File: src/rtl/sample_statistics_accumulator_unit_assert.svh
// Assertion macros used by the accumulator unit.
`ifndef SAMPLE_STATISTICS_ACCUMULATOR_UNIT_ASSERT_SVH
`define SAMPLE_STATISTICS_ACCUMULATOR_UNIT_ASSERT_SVH

// Same-cycle implication under a synchronous active-low reset.
`define SSA_AP_IMPL(lbl, clk, rstn, ante, cons) \
    lbl: assert property (@(posedge clk) disable iff (!rstn) (ante) |-> (cons)) \
        else $error("same-cycle implication failed");

// Next-cycle implication under a synchronous active-low reset.
`define SSA_AP_NEXT(lbl, clk, rstn, ante, cons) \
    lbl: assert property (@(posedge clk) disable iff (!rstn) (ante) |=> (cons)) \
        else $error("next-cycle implication failed");

`endif

File: src/rtl/ssa_pkg.sv
package ssa_pkg;

    localparam int SAMPLE_BITS = 16;
    localparam int COUNT_MAX   = 65536;
    localparam int FRAC_BITS   = 8;

    localparam int CNT_W  = $clog2(COUNT_MAX + 1);
    localparam int SX_W   = SAMPLE_BITS + CNT_W;
    localparam int SQ_W   = 2 * SAMPLE_BITS + CNT_W - 2;
    localparam int PROD_W = 2 * SAMPLE_BITS + CNT_W - 1;

    localparam int WORD_W = 64;
    localparam int DVD_W  = WORD_W + FRAC_BITS;
    localparam int RAD_W  = 48;
    localparam int STEP_W = $clog2(DVD_W);

    localparam int MUL_STEPS  = WORD_W;
    localparam int DIV_STEPS  = DVD_W;
    localparam int SQRT_STEPS = RAD_W / 2;

    localparam int OCNT_W = 17;
    localparam int OSUM_W = 32;
    localparam int MEAN_W = 24;
    localparam int VAR_W  = 39;
    localparam int UVAR_W = 40;
    localparam int STD_W  = 24;
    localparam int COV_W  = 40;

    localparam logic [1:0] OP_MUL  = 2'd0;
    localparam logic [1:0] OP_DIV  = 2'd1;
    localparam logic [1:0] OP_SQRT = 2'd2;

    typedef struct packed {
        logic signed [SAMPLE_BITS-1:0] sample_x;
        logic signed [SAMPLE_BITS-1:0] sample_y;
        logic                          has_sample;
        logic                          last_sample;
    } t_in;

    typedef struct packed {
        logic        [OCNT_W-1:0]      sample_count;
        logic signed [OSUM_W-1:0]      sum_x;
        logic signed [MEAN_W-1:0]      mean_x;
        logic signed [MEAN_W-1:0]      mean_y;
        logic        [VAR_W-1:0]       variance_x;
        logic        [UVAR_W-1:0]      unbiased_variance_x;
        logic        [STD_W-1:0]       std_dev_x;
        logic signed [COV_W-1:0]       covariance_xy;
        logic signed [SAMPLE_BITS-1:0] max_x;
        logic signed [SAMPLE_BITS-1:0] min_x;
        logic                          set_empty;
    } t_out;

    typedef struct packed {
        logic              start;
        logic [1:0]        op;
        logic [DVD_W-1:0]  a;
        logic [WORD_W-1:0] b;
    } t_unit_req;

    typedef struct packed {
        logic             done;
        logic [DVD_W-1:0] res;
        logic             rem_nz;
    } t_unit_rsp;

endpackage

File: src/rtl/sample_statistics_accumulator_unit.sv
// Sample statistics accumulator.
// Input channel (i_in_valid / o_in_ready / i_in_data) carries one beat per
// item: a signed (x, y) pair, a has_sample flag and a last_sample flag.
// Samples are folded into the count, sums, sum of squares, sum of products
// and the running extremes of x in the cycle their beat is accepted, so a
// stream of non-closing beats goes in at one beat per clock.
// A beat with last_sample set closes the set. The block then drops ready
// and runs the closing math on one shared shift-add multiplier, restoring
// divider and square-root unit: five 64-step multiplies, up to five
// 72-step divides and a 24-step root; a set of under two samples skips
// the unbiased-variance divide and an empty set skips all of the math.
// The result beat is then placed in the output register (o_out_valid /
// i_out_ready / o_out_data), the accumulators clear, and ready returns.
// A stalled receiver leaves the result held in the output register while
// the block keeps accepting samples for the next set; a second closing
// result waits in the sequencer until the first one is taken.
// Reset (i_rst_n low, synchronous) clears the accumulators, the sequencer
// and the output valid flag.
module sample_statistics_accumulator_unit
    import ssa_pkg::*;
(
    input  logic i_clk,
    input  logic i_rst_n,
    input  logic i_in_valid,
    output logic o_in_ready,
    input  t_in  i_in_data,
    output logic o_out_valid,
    input  logic i_out_ready,
    output t_out o_out_data
);

    `include "sample_statistics_accumulator_unit_assert.svh"

    localparam logic [3:0] ST_IDLE  = 4'd0;
    localparam logic [3:0] ST_CHK   = 4'd1;
    localparam logic [3:0] ST_NSXX  = 4'd2;
    localparam logic [3:0] ST_SXSX  = 4'd3;
    localparam logic [3:0] ST_NSXY  = 4'd4;
    localparam logic [3:0] ST_SXSY  = 4'd5;
    localparam logic [3:0] ST_NN    = 4'd6;
    localparam logic [3:0] ST_VAR   = 4'd7;
    localparam logic [3:0] ST_UVAR  = 4'd8;
    localparam logic [3:0] ST_COV   = 4'd9;
    localparam logic [3:0] ST_MX    = 4'd10;
    localparam logic [3:0] ST_MY    = 4'd11;
    localparam logic [3:0] ST_SQRT  = 4'd12;
    localparam logic [3:0] ST_OUT   = 4'd13;

    // Accumulators for the open set.
    logic        [CNT_W-1:0]       r_count, n_count;
    logic signed [SX_W-1:0]        r_sum_x, n_sum_x;
    logic signed [SX_W-1:0]        r_sum_y, n_sum_y;
    logic        [SQ_W-1:0]        r_sum_sq, n_sum_sq;
    logic signed [PROD_W-1:0]      r_sum_prod, n_sum_prod;
    logic signed [SAMPLE_BITS-1:0] r_max, n_max;
    logic signed [SAMPLE_BITS-1:0] r_min, n_min;

    // Closing sequencer and its intermediate products.
    logic [3:0]        r_state, n_state;
    logic              r_issued, n_issued;
    logic [WORD_W-1:0] r_p, n_p;
    logic [WORD_W-1:0] r_d, n_d;
    logic [WORD_W-1:0] r_c, n_c;
    logic [WORD_W-1:0] r_n2, n_n2;
    t_out              r_res, n_res;
    t_out              r_out, n_out;
    logic              r_out_valid, n_out_valid;

    logic                            w_in_fire;
    logic                            w_take;
    logic                            w_start;
    logic signed [2*SAMPLE_BITS-1:0] w_xx;
    logic signed [2*SAMPLE_BITS-1:0] w_xy;
    logic signed [WORD_W-1:0]        w_sx64;
    logic signed [WORD_W-1:0]        w_sy64;
    logic        [WORD_W-1:0]        w_n64;
    logic        [WORD_W-1:0]        w_abs_sx;
    logic        [WORD_W-1:0]        w_abs_sy;
    logic        [WORD_W-1:0]        w_abs_c;
    logic        [DVD_W-1:0]         w_sres;
    logic                            w_sneg;
    t_unit_req                       w_req;
    t_unit_rsp                       w_rsp;

    assign o_in_ready = (r_state == ST_IDLE);
    assign w_in_fire  = i_in_valid && o_in_ready;
    assign w_take     = w_in_fire && i_in_data.has_sample && (r_count < CNT_W'(COUNT_MAX));

    // Per-sample products; each feeds only one accumulator add.
    assign w_xx = i_in_data.sample_x * i_in_data.sample_x;
    assign w_xy = i_in_data.sample_x * i_in_data.sample_y;

    assign w_sx64   = WORD_W'(r_sum_x);
    assign w_sy64   = WORD_W'(r_sum_y);
    assign w_n64    = WORD_W'(r_count);
    assign w_abs_sx = w_sx64[WORD_W-1] ? WORD_W'(-w_sx64) : WORD_W'(w_sx64);
    assign w_abs_sy = w_sy64[WORD_W-1] ? WORD_W'(-w_sy64) : WORD_W'(w_sy64);
    assign w_abs_c  = r_c[WORD_W-1] ? (~r_c + 1'b1) : r_c;

    // A divide of a magnitude gives a floor; a negative numerator turns the
    // floor of the magnitude into minus its ceiling.
    always_comb begin
        case (r_state)
            ST_COV:  w_sneg = r_c[WORD_W-1];
            ST_MX:   w_sneg = w_sx64[WORD_W-1];
            ST_MY:   w_sneg = w_sy64[WORD_W-1];
            default: w_sneg = 1'b0;
        endcase
        if (w_sneg) begin
            w_sres = ~(w_rsp.res + DVD_W'(w_rsp.rem_nz)) + 1'b1;
        end else begin
            w_sres = w_rsp.res;
        end
    end

    // Operands for the shared unit in each closing step.
    always_comb begin
        w_req.start = w_start;
        w_req.op    = OP_MUL;
        w_req.a     = '0;
        w_req.b     = '0;
        case (r_state)
            ST_NSXX: begin
                w_req.a = DVD_W'(r_count);
                w_req.b = WORD_W'(r_sum_sq);
            end
            ST_SXSX: begin
                w_req.a = {{(DVD_W-WORD_W){1'b0}}, w_sx64};
                w_req.b = w_sx64;
            end
            ST_NSXY: begin
                w_req.a = DVD_W'(r_count);
                w_req.b = WORD_W'(r_sum_prod);
            end
            ST_SXSY: begin
                w_req.a = {{(DVD_W-WORD_W){1'b0}}, w_sx64};
                w_req.b = w_sy64;
            end
            ST_NN: begin
                w_req.a = DVD_W'(r_count);
                w_req.b = w_n64;
            end
            ST_VAR: begin
                w_req.op = OP_DIV;
                w_req.a  = {r_d, {FRAC_BITS{1'b0}}};
                w_req.b  = r_n2;
            end
            ST_UVAR: begin
                w_req.op = OP_DIV;
                w_req.a  = {r_d, {FRAC_BITS{1'b0}}};
                w_req.b  = r_n2 - w_n64;
            end
            ST_COV: begin
                w_req.op = OP_DIV;
                w_req.a  = {w_abs_c, {FRAC_BITS{1'b0}}};
                w_req.b  = r_n2;
            end
            ST_MX: begin
                w_req.op = OP_DIV;
                w_req.a  = {w_abs_sx, {FRAC_BITS{1'b0}}};
                w_req.b  = w_n64;
            end
            ST_MY: begin
                w_req.op = OP_DIV;
                w_req.a  = {w_abs_sy, {FRAC_BITS{1'b0}}};
                w_req.b  = w_n64;
            end
            ST_SQRT: begin
                w_req.op = OP_SQRT;
                w_req.a  = DVD_W'({r_res.variance_x, {FRAC_BITS{1'b0}}});
            end
            default: begin
                w_req.op = OP_MUL;
            end
        endcase
    end

    always_comb begin
        n_count     = r_count;
        n_sum_x     = r_sum_x;
        n_sum_y     = r_sum_y;
        n_sum_sq    = r_sum_sq;
        n_sum_prod  = r_sum_prod;
        n_max       = r_max;
        n_min       = r_min;
        n_state     = r_state;
        n_issued    = r_issued;
        n_p         = r_p;
        n_d         = r_d;
        n_c         = r_c;
        n_n2        = r_n2;
        n_res       = r_res;
        n_out       = r_out;
        n_out_valid = r_out_valid && !i_out_ready;
        w_start     = 1'b0;

        if (w_take) begin
            // The first sample of a set replaces both extremes.
            if (r_count == '0) begin
                n_max = i_in_data.sample_x;
                n_min = i_in_data.sample_x;
            end else begin
                if (i_in_data.sample_x > r_max) n_max = i_in_data.sample_x;
                if (i_in_data.sample_x < r_min) n_min = i_in_data.sample_x;
            end
            n_count    = r_count + 1'b1;
            n_sum_x    = r_sum_x + SX_W'(i_in_data.sample_x);
            n_sum_y    = r_sum_y + SX_W'(i_in_data.sample_y);
            n_sum_sq   = r_sum_sq + SQ_W'(unsigned'(w_xx));
            n_sum_prod = r_sum_prod + PROD_W'(w_xy);
        end

        // Each step but a skipped UVAR issues one request and waits for done.
        if (r_state != ST_IDLE && r_state != ST_CHK && r_state != ST_OUT) begin
            if (r_state == ST_UVAR && r_count < CNT_W'(2)) begin
                n_res.unbiased_variance_x = '0;
                n_state = ST_COV;
            end else if (!r_issued) begin
                w_start  = 1'b1;
                n_issued = 1'b1;
            end
        end

        case (r_state)
            ST_IDLE: begin
                if (w_in_fire && i_in_data.last_sample) n_state = ST_CHK;
            end
            ST_CHK: begin
                n_res = '0;
                if (r_count == '0) begin
                    n_res.set_empty = 1'b1;
                    n_state = ST_OUT;
                end else begin
                    n_res.sample_count = OCNT_W'(r_count);
                    n_res.sum_x        = OSUM_W'(r_sum_x);
                    n_res.max_x        = r_max;
                    n_res.min_x        = r_min;
                    n_state            = ST_NSXX;
                end
            end
            ST_NSXX: begin
                if (w_rsp.done) begin
                    n_p = w_rsp.res[WORD_W-1:0];
                    n_issued = 1'b0;
                    n_state = ST_SXSX;
                end
            end
            ST_SXSX: begin
                if (w_rsp.done) begin
                    n_d = r_p - w_rsp.res[WORD_W-1:0];
                    // Clamp a negative variance numerator at zero.
                    if (n_d[WORD_W-1]) n_d = '0;
                    n_issued = 1'b0;
                    n_state = ST_NSXY;
                end
            end
            ST_NSXY: begin
                if (w_rsp.done) begin
                    n_p = w_rsp.res[WORD_W-1:0];
                    n_issued = 1'b0;
                    n_state = ST_SXSY;
                end
            end
            ST_SXSY: begin
                if (w_rsp.done) begin
                    n_c = r_p - w_rsp.res[WORD_W-1:0];
                    n_issued = 1'b0;
                    n_state = ST_NN;
                end
            end
            ST_NN: begin
                if (w_rsp.done) begin
                    n_n2 = w_rsp.res[WORD_W-1:0];
                    n_issued = 1'b0;
                    n_state = ST_VAR;
                end
            end
            ST_VAR: begin
                if (w_rsp.done) begin
                    n_res.variance_x = w_rsp.res[VAR_W-1:0];
                    n_issued = 1'b0;
                    n_state = ST_UVAR;
                end
            end
            ST_UVAR: begin
                if (w_rsp.done) begin
                    n_res.unbiased_variance_x = w_rsp.res[UVAR_W-1:0];
                    n_issued = 1'b0;
                    n_state = ST_COV;
                end
            end
            ST_COV: begin
                if (w_rsp.done) begin
                    n_res.covariance_xy = w_sres[COV_W-1:0];
                    n_issued = 1'b0;
                    n_state = ST_MX;
                end
            end
            ST_MX: begin
                if (w_rsp.done) begin
                    n_res.mean_x = w_sres[MEAN_W-1:0];
                    n_issued = 1'b0;
                    n_state = ST_MY;
                end
            end
            ST_MY: begin
                if (w_rsp.done) begin
                    n_res.mean_y = w_sres[MEAN_W-1:0];
                    n_issued = 1'b0;
                    n_state = ST_SQRT;
                end
            end
            ST_SQRT: begin
                if (w_rsp.done) begin
                    n_res.std_dev_x = w_rsp.res[STD_W-1:0];
                    n_issued = 1'b0;
                    n_state = ST_OUT;
                end
            end
            ST_OUT: begin
                // Hand the result to the output register once it is free,
                // then open a fresh set.
                if (!r_out_valid || i_out_ready) begin
                    n_out       = r_res;
                    n_out_valid = 1'b1;
                    n_count     = '0;
                    n_sum_x     = '0;
                    n_sum_y     = '0;
                    n_sum_sq    = '0;
                    n_sum_prod  = '0;
                    n_max       = '0;
                    n_min       = '0;
                    n_state     = ST_IDLE;
                end
            end
            default: begin
                n_state = ST_IDLE;
            end
        endcase
    end

    always_ff @(posedge i_clk) begin
        if (!i_rst_n) begin
            r_count     <= '0;
            r_sum_x     <= '0;
            r_sum_y     <= '0;
            r_sum_sq    <= '0;
            r_sum_prod  <= '0;
            r_max       <= '0;
            r_min       <= '0;
            r_state     <= ST_IDLE;
            r_issued    <= 1'b0;
            r_out_valid <= 1'b0;
        end else begin
            r_count     <= n_count;
            r_sum_x     <= n_sum_x;
            r_sum_y     <= n_sum_y;
            r_sum_sq    <= n_sum_sq;
            r_sum_prod  <= n_sum_prod;
            r_max       <= n_max;
            r_min       <= n_min;
            r_state     <= n_state;
            r_issued    <= n_issued;
            r_out_valid <= n_out_valid;
        end
        r_p   <= n_p;
        r_d   <= n_d;
        r_c   <= n_c;
        r_n2  <= n_n2;
        r_res <= n_res;
        r_out <= n_out;
    end

    ssa_shared_unit u_unit (
        .i_clk   (i_clk),
        .i_rst_n (i_rst_n),
        .i_req   (w_req),
        .o_rsp   (w_rsp)
    );

    assign o_out_valid = r_out_valid;
    assign o_out_data  = r_out;

    // The sample count never passes its ceiling.
    `SSA_AP_IMPL(a_count_bound, i_clk, i_rst_n, 1'b1, r_count <= CNT_W'(COUNT_MAX))
    // A closing beat always starts the closing sequence.
    `SSA_AP_NEXT(a_close_starts, i_clk, i_rst_n, w_in_fire && i_in_data.last_sample, r_state == ST_CHK)
    // The shared unit only reports completion of a request that was issued.
    `SSA_AP_IMPL(a_done_issued, i_clk, i_rst_n, w_rsp.done, r_issued)

endmodule

File: src/rtl/ssa_shared_unit.sv
module ssa_shared_unit
    import ssa_pkg::*;
(
    input  logic      i_clk,
    input  logic      i_rst_n,
    input  t_unit_req i_req,
    output t_unit_rsp o_rsp
);

    logic              r_busy, n_busy;
    logic              r_done, n_done;
    logic [1:0]        r_op, n_op;
    logic [STEP_W-1:0] r_cnt, n_cnt;
    logic [DVD_W-1:0]  r_acc, n_acc;
    logic [DVD_W-1:0]  r_x, n_x;
    logic [WORD_W-1:0] r_y, n_y;
    logic [WORD_W:0]   r_rem, n_rem;

    logic [WORD_W:0]   w_dsh;
    logic [WORD_W+1:0] w_ddiff;
    logic [WORD_W:0]   w_ssh;
    logic [WORD_W:0]   w_strial;
    logic [WORD_W+1:0] w_sdiff;

    // Restoring division: one quotient bit per step.
    assign w_dsh   = {r_rem[WORD_W-1:0], r_x[DVD_W-1]};
    assign w_ddiff = {1'b0, w_dsh} - {2'b00, r_y};
    // Digit-by-digit square root: two radicand bits per step.
    assign w_ssh    = {r_rem[WORD_W-2:0], r_x[RAD_W-1:RAD_W-2]};
    assign w_strial = {r_acc[WORD_W-2:0], 2'b01};
    assign w_sdiff  = {1'b0, w_ssh} - {1'b0, w_strial};

    always_comb begin
        n_busy = r_busy;
        n_done = 1'b0;
        n_op   = r_op;
        n_cnt  = r_cnt;
        n_acc  = r_acc;
        n_x    = r_x;
        n_y    = r_y;
        n_rem  = r_rem;
        if (!r_busy) begin
            if (i_req.start) begin
                n_busy = 1'b1;
                n_op   = i_req.op;
                n_rem  = '0;
                n_acc  = '0;
                n_x    = i_req.a;
                n_y    = i_req.b;
                case (i_req.op)
                    OP_MUL:  n_cnt = STEP_W'(MUL_STEPS - 1);
                    OP_DIV:  n_cnt = STEP_W'(DIV_STEPS - 1);
                    OP_SQRT: n_cnt = STEP_W'(SQRT_STEPS - 1);
                    default: n_busy = 1'b0;
                endcase
            end
        end else begin
            case (r_op)
                OP_MUL: begin
                    if (r_y[0]) begin
                        n_acc = {{(DVD_W-WORD_W){1'b0}}, r_acc[WORD_W-1:0] + r_x[WORD_W-1:0]};
                    end
                    n_x = {r_x[DVD_W-2:0], 1'b0};
                    n_y = {1'b0, r_y[WORD_W-1:1]};
                end
                OP_DIV: begin
                    if (!w_ddiff[WORD_W+1]) begin
                        n_rem = w_ddiff[WORD_W:0];
                        n_x   = {r_x[DVD_W-2:0], 1'b1};
                    end else begin
                        n_rem = w_dsh;
                        n_x   = {r_x[DVD_W-2:0], 1'b0};
                    end
                end
                OP_SQRT: begin
                    if (!w_sdiff[WORD_W+1]) begin
                        n_rem = w_sdiff[WORD_W:0];
                        n_acc = {r_acc[DVD_W-2:0], 1'b1};
                    end else begin
                        n_rem = w_ssh;
                        n_acc = {r_acc[DVD_W-2:0], 1'b0};
                    end
                    n_x = {r_x[DVD_W-3:0], 2'b00};
                end
                default: n_busy = 1'b0;
            endcase
            if (r_cnt == '0) begin
                n_busy = 1'b0;
                n_done = 1'b1;
            end else begin
                n_cnt = r_cnt - 1'b1;
            end
        end
    end

    always_ff @(posedge i_clk) begin
        if (!i_rst_n) begin
            r_busy <= 1'b0;
            r_done <= 1'b0;
            r_op   <= OP_MUL;
            r_cnt  <= '0;
        end else begin
            r_busy <= n_busy;
            r_done <= n_done;
            r_op   <= n_op;
            r_cnt  <= n_cnt;
        end
        r_acc <= n_acc;
        r_x   <= n_x;
        r_y   <= n_y;
        r_rem <= n_rem;
    end

    assign o_rsp.done   = r_done;
    assign o_rsp.res    = (r_op == OP_DIV) ? r_x : r_acc;
    assign o_rsp.rem_nz = |r_rem;

endmodule
File: config.mk
export PLATFORM = sky130hd
export DESIGN_NAME = sample_statistics_accumulator_unit
export DESIGN_NICKNAME = d
export VERILOG_FILES = /design/src/rtl/ssa_pkg.sv /design/src/rtl/sample_statistics_accumulator_unit.sv /design/src/rtl/ssa_shared_unit.sv
export VERILOG_INCLUDE_DIRS = /design/src /design/src/rtl
export SDC_FILE = /design/constraint.sdc
export NUM_CORES = 2
export LEC_CHECK = 0
export BUFFER_PORTS_ARGS = -buffer_cell sky130_fd_sc_hd__buf_2
export CAP_MARGIN = 20
export CORE_ASPECT_RATIO = 1.4
export CORE_MARGIN = 4
export CORE_UTILIZATION = 42
export CTS_BUF_LIST = sky130_fd_sc_hd__clkbuf_8
export DETAILED_ROUTE_END_ITERATION = 16
export GPL_TIMING_DRIVEN = 0
export HOLD_SLACK_MARGIN = 0.08
export SYNTH_ARGS = -nofsm -noshare
export SYNTH_HDL_FRONTEND = slang
export SYNTH_HIERARCHICAL = 1
export SYNTH_SLANG_ARGS = --single-unit
File: constraint.sdc
create_clock -name i_clk -period 27.6 [get_ports i_clk]
set_input_delay 2.76 -clock i_clk [delete_from_list [all_inputs] [get_ports i_clk]]
set_output_delay 2.76 -clock i_clk [all_outputs]
set_load 0.005 [all_outputs]
==> reports/results.tsv <==
stage	metric	value	unit
layout	fin_cells	14400	
routing	num_vias	86900	
cts	cts_buffer_depth	4	
global_routing	grt_max_degree	65	
cts	cts_resized	0	
die	coreArea	237000	µm²
sta	max_slew_margin	0.149	
critical_path	r2r-end	r_d[21]	
die	die_h	586	µm
critical_path	worstPathRequired	28.49	ns
placed_design	port_buffers	312	
layout	nets	12400	
cts	hold_buffers	0	
global_routing	grt_pass1_wl	598000	µm
critical_path	slowest_stage	clkbuf_1	
sta	rsz0062_at_grt	false	
critical_path	max_stage_delay	0.84	ns
sta	setup_ws	13.73	ns
die	die_x	421	µm
critical_path	crit_path_start_kind	primary input	
critical_path	arrival	14.75	ns
cts	htree_levels	4	
critical_path	critical_path_class	in2reg	
routing	drc	0	
synth	synth_area_per_cell	9.53	µm²
global_routing	grt_use_total	0.329	
critical_path	end_kind	flop	
synth	synth-warning-count	6	
layout	layout-drive-gt1-share	0.0818	
min_path	min-delay-start	r_res[194]	
routing	first_pass_iters	13	
sta	finalSetupViolCount	0	
min_path	holdPathStages	0	
cts	clk_pin_slew	0.07	ns
placed_design	place_area	107000	µm²
routing	wirelength	418000	µm
layout	fillerInstances	22700	
placed_design	pre_cts_slack	12.91	ns
cts	worstSkewPairLatency	0.99	ns
min_path	hold_path.class	reg2reg	
critical_path	r2r-start	u_unit/r_op[0]	
die	die_area	247000	µm²
sta	fin_skew	0.111	ns
critical_path	worst-r2r-setup-slack	19.27	ns
sta	worst_pin_slew	1.26	ns
critical_path	r2r_cells	21	
sta	fin_crit_sh	0.502	
synth	synth_nets	11800	
sta	min_period	13.87	ns
synth	synthesis.area	100000	µm²
routing	wl_per_cell	29.0	µm
sta	final_hold_viol_count	0	
routing	ant_nets	0	
die	floorplan.initialDensity	0.423	
min_path	hold_end	o_out_data[194]	
placed_design	placed_cells	14000	
routing	drt_first_iter_violations	8836	
cts	cts_tree	yes	
cts	cts_buffers	219	
critical_path	crit_fanout	10	
placed_design	globalplace.congestion	1.03	
outcome	status	finished, final reports clean	
sta	maxSlewViolCount	0	
cts	cts_root_buf	clkbuf_8	
die	rows	211	
critical_path	cp_common_cell	fa_1	
cts	clock-sinks	1293	
cts	cts_setup_buffers	0	
sta	max_freq	72.1	MHz
synth	synth_cells	10500	
placed_design	dpl.hpwl	341000	µm
layout	stdcell_area	112000	µm²
die	pin_count	313	
global_routing	grt_pass1_vias	86000	
global_routing	antenna_found_initial	25	
run	maxCapViolCount	0	
layout	area_growth	11.5	%
global_routing	gr-total-overflow	0	
routing	viasPerCell	6.02	
## final cells by class
class | instances | area, µm² | share of cell area
multi-input cells | 7652 | 58300 | 0.522
flip-flops and latches | 1293 | 36200 | 0.323
inverters | 1023 | 3840 | 0.0343
clock inverters | 163 | 1190 | 0.0107
plain buffers | 551 | 2100 | 0.0188
diodes | 21 | 52.6 | 0.000470
repair buffers | 420 | 3040 | 0.0272
clock buffers | 234 | 3220 | 0.0288
well taps | 3088 | 3860 | 0.0346
## how the worst max path moves through the flow
stage | from | endpoint | slack, ns | depth (start not counted)
floorplan | i_out_ready | r_count[0] | 4.10 | 7
global placement | i_out_ready | r_sum_x[4] | -6.45 | 8
detailed placement | i_in_data[29] | r_sum_sq[34] | 12.91 | 35
CTS | i_in_data[29] | r_sum_sq[34] | 13.89 | 35
global route | i_in_data[29] | r_sum_sq[34] | 13.50 | 35
finish | i_in_data[28] | r_sum_sq[34] | 13.73 | 35
## placed cells by master (no fill, tap or decap), drive strengths merged, types with 51 or more instances in the layout
cell type     n
a21o        272
buf         473
o22ai        53
nand2      1063
a22o         60
a21oi       733
nor2        784
o21bai       66
a22oi        59
or3          73
nor4         93
o21a         69
a221oi      120
and2        207
clkinv       86
inv        1081
nand3       188
o31ai        73
nor3        134
o21ai       595
dfxtp       267
fa          605
xor2        236
clkbuf      731
xnor2       353
nor2b       120
and3         51
mux2         72
a31oi        62
a211oi       93
edfxtp     1026
ha          639
nand4       120
o211ai       78
nand2b       74
## per-stage QoR
step	setup TNS (ns)	utilization	hold slack [ns]
after floorplan	0	-	0.400
after global placement	-2157.84	0.446	0.402
after detailed placement	0	0.453	0.405
after CTS	0	0.472	0.394
after global routing	0	0.472	0.412
final	0	0.472	0.402
## per-layer routing
layer | vias up | track usage | share of wire
met5 | - | 0 | 0.00019
met4 | 12 | 0.261 | 0.098
met3 | 1313 | 0.0519 | 0.070
met2 | 4193 | 0.552 | 0.47
met1 | 42900 | 0.376 | 0.36
li1 | 38600 | - | -
## state kept, by name (all words and copies together) (netlist names), 33 cells and up
register	flops
r_n2	64
r_sum_prod	48
r_d	63
r_res	273
o_out_data	273
u_unit/r_rem	65
r_sum_x	33
r_sum_y	33
u_unit/r_acc	64
r_sum_sq	47
u_unit/r_x	72
r_p	64
u_unit/r_y	64
r_c	64
## worst max-delay path: cells and delay by family
| kind | cells | cell delay [ns] |
|---|---|---|
| simple gates | 7 | 1.77 |
| fa+ha+maj | 8 | 3.88 |
| buf+inv | 7 | 2.38 |
| compound gates | 12 | 3.23 |
| xor+xnor | 1 | 0.69 |
Power is not shown: default switching activity piles up to over one toggle a cycle in this logic, so the estimate is an artifact.
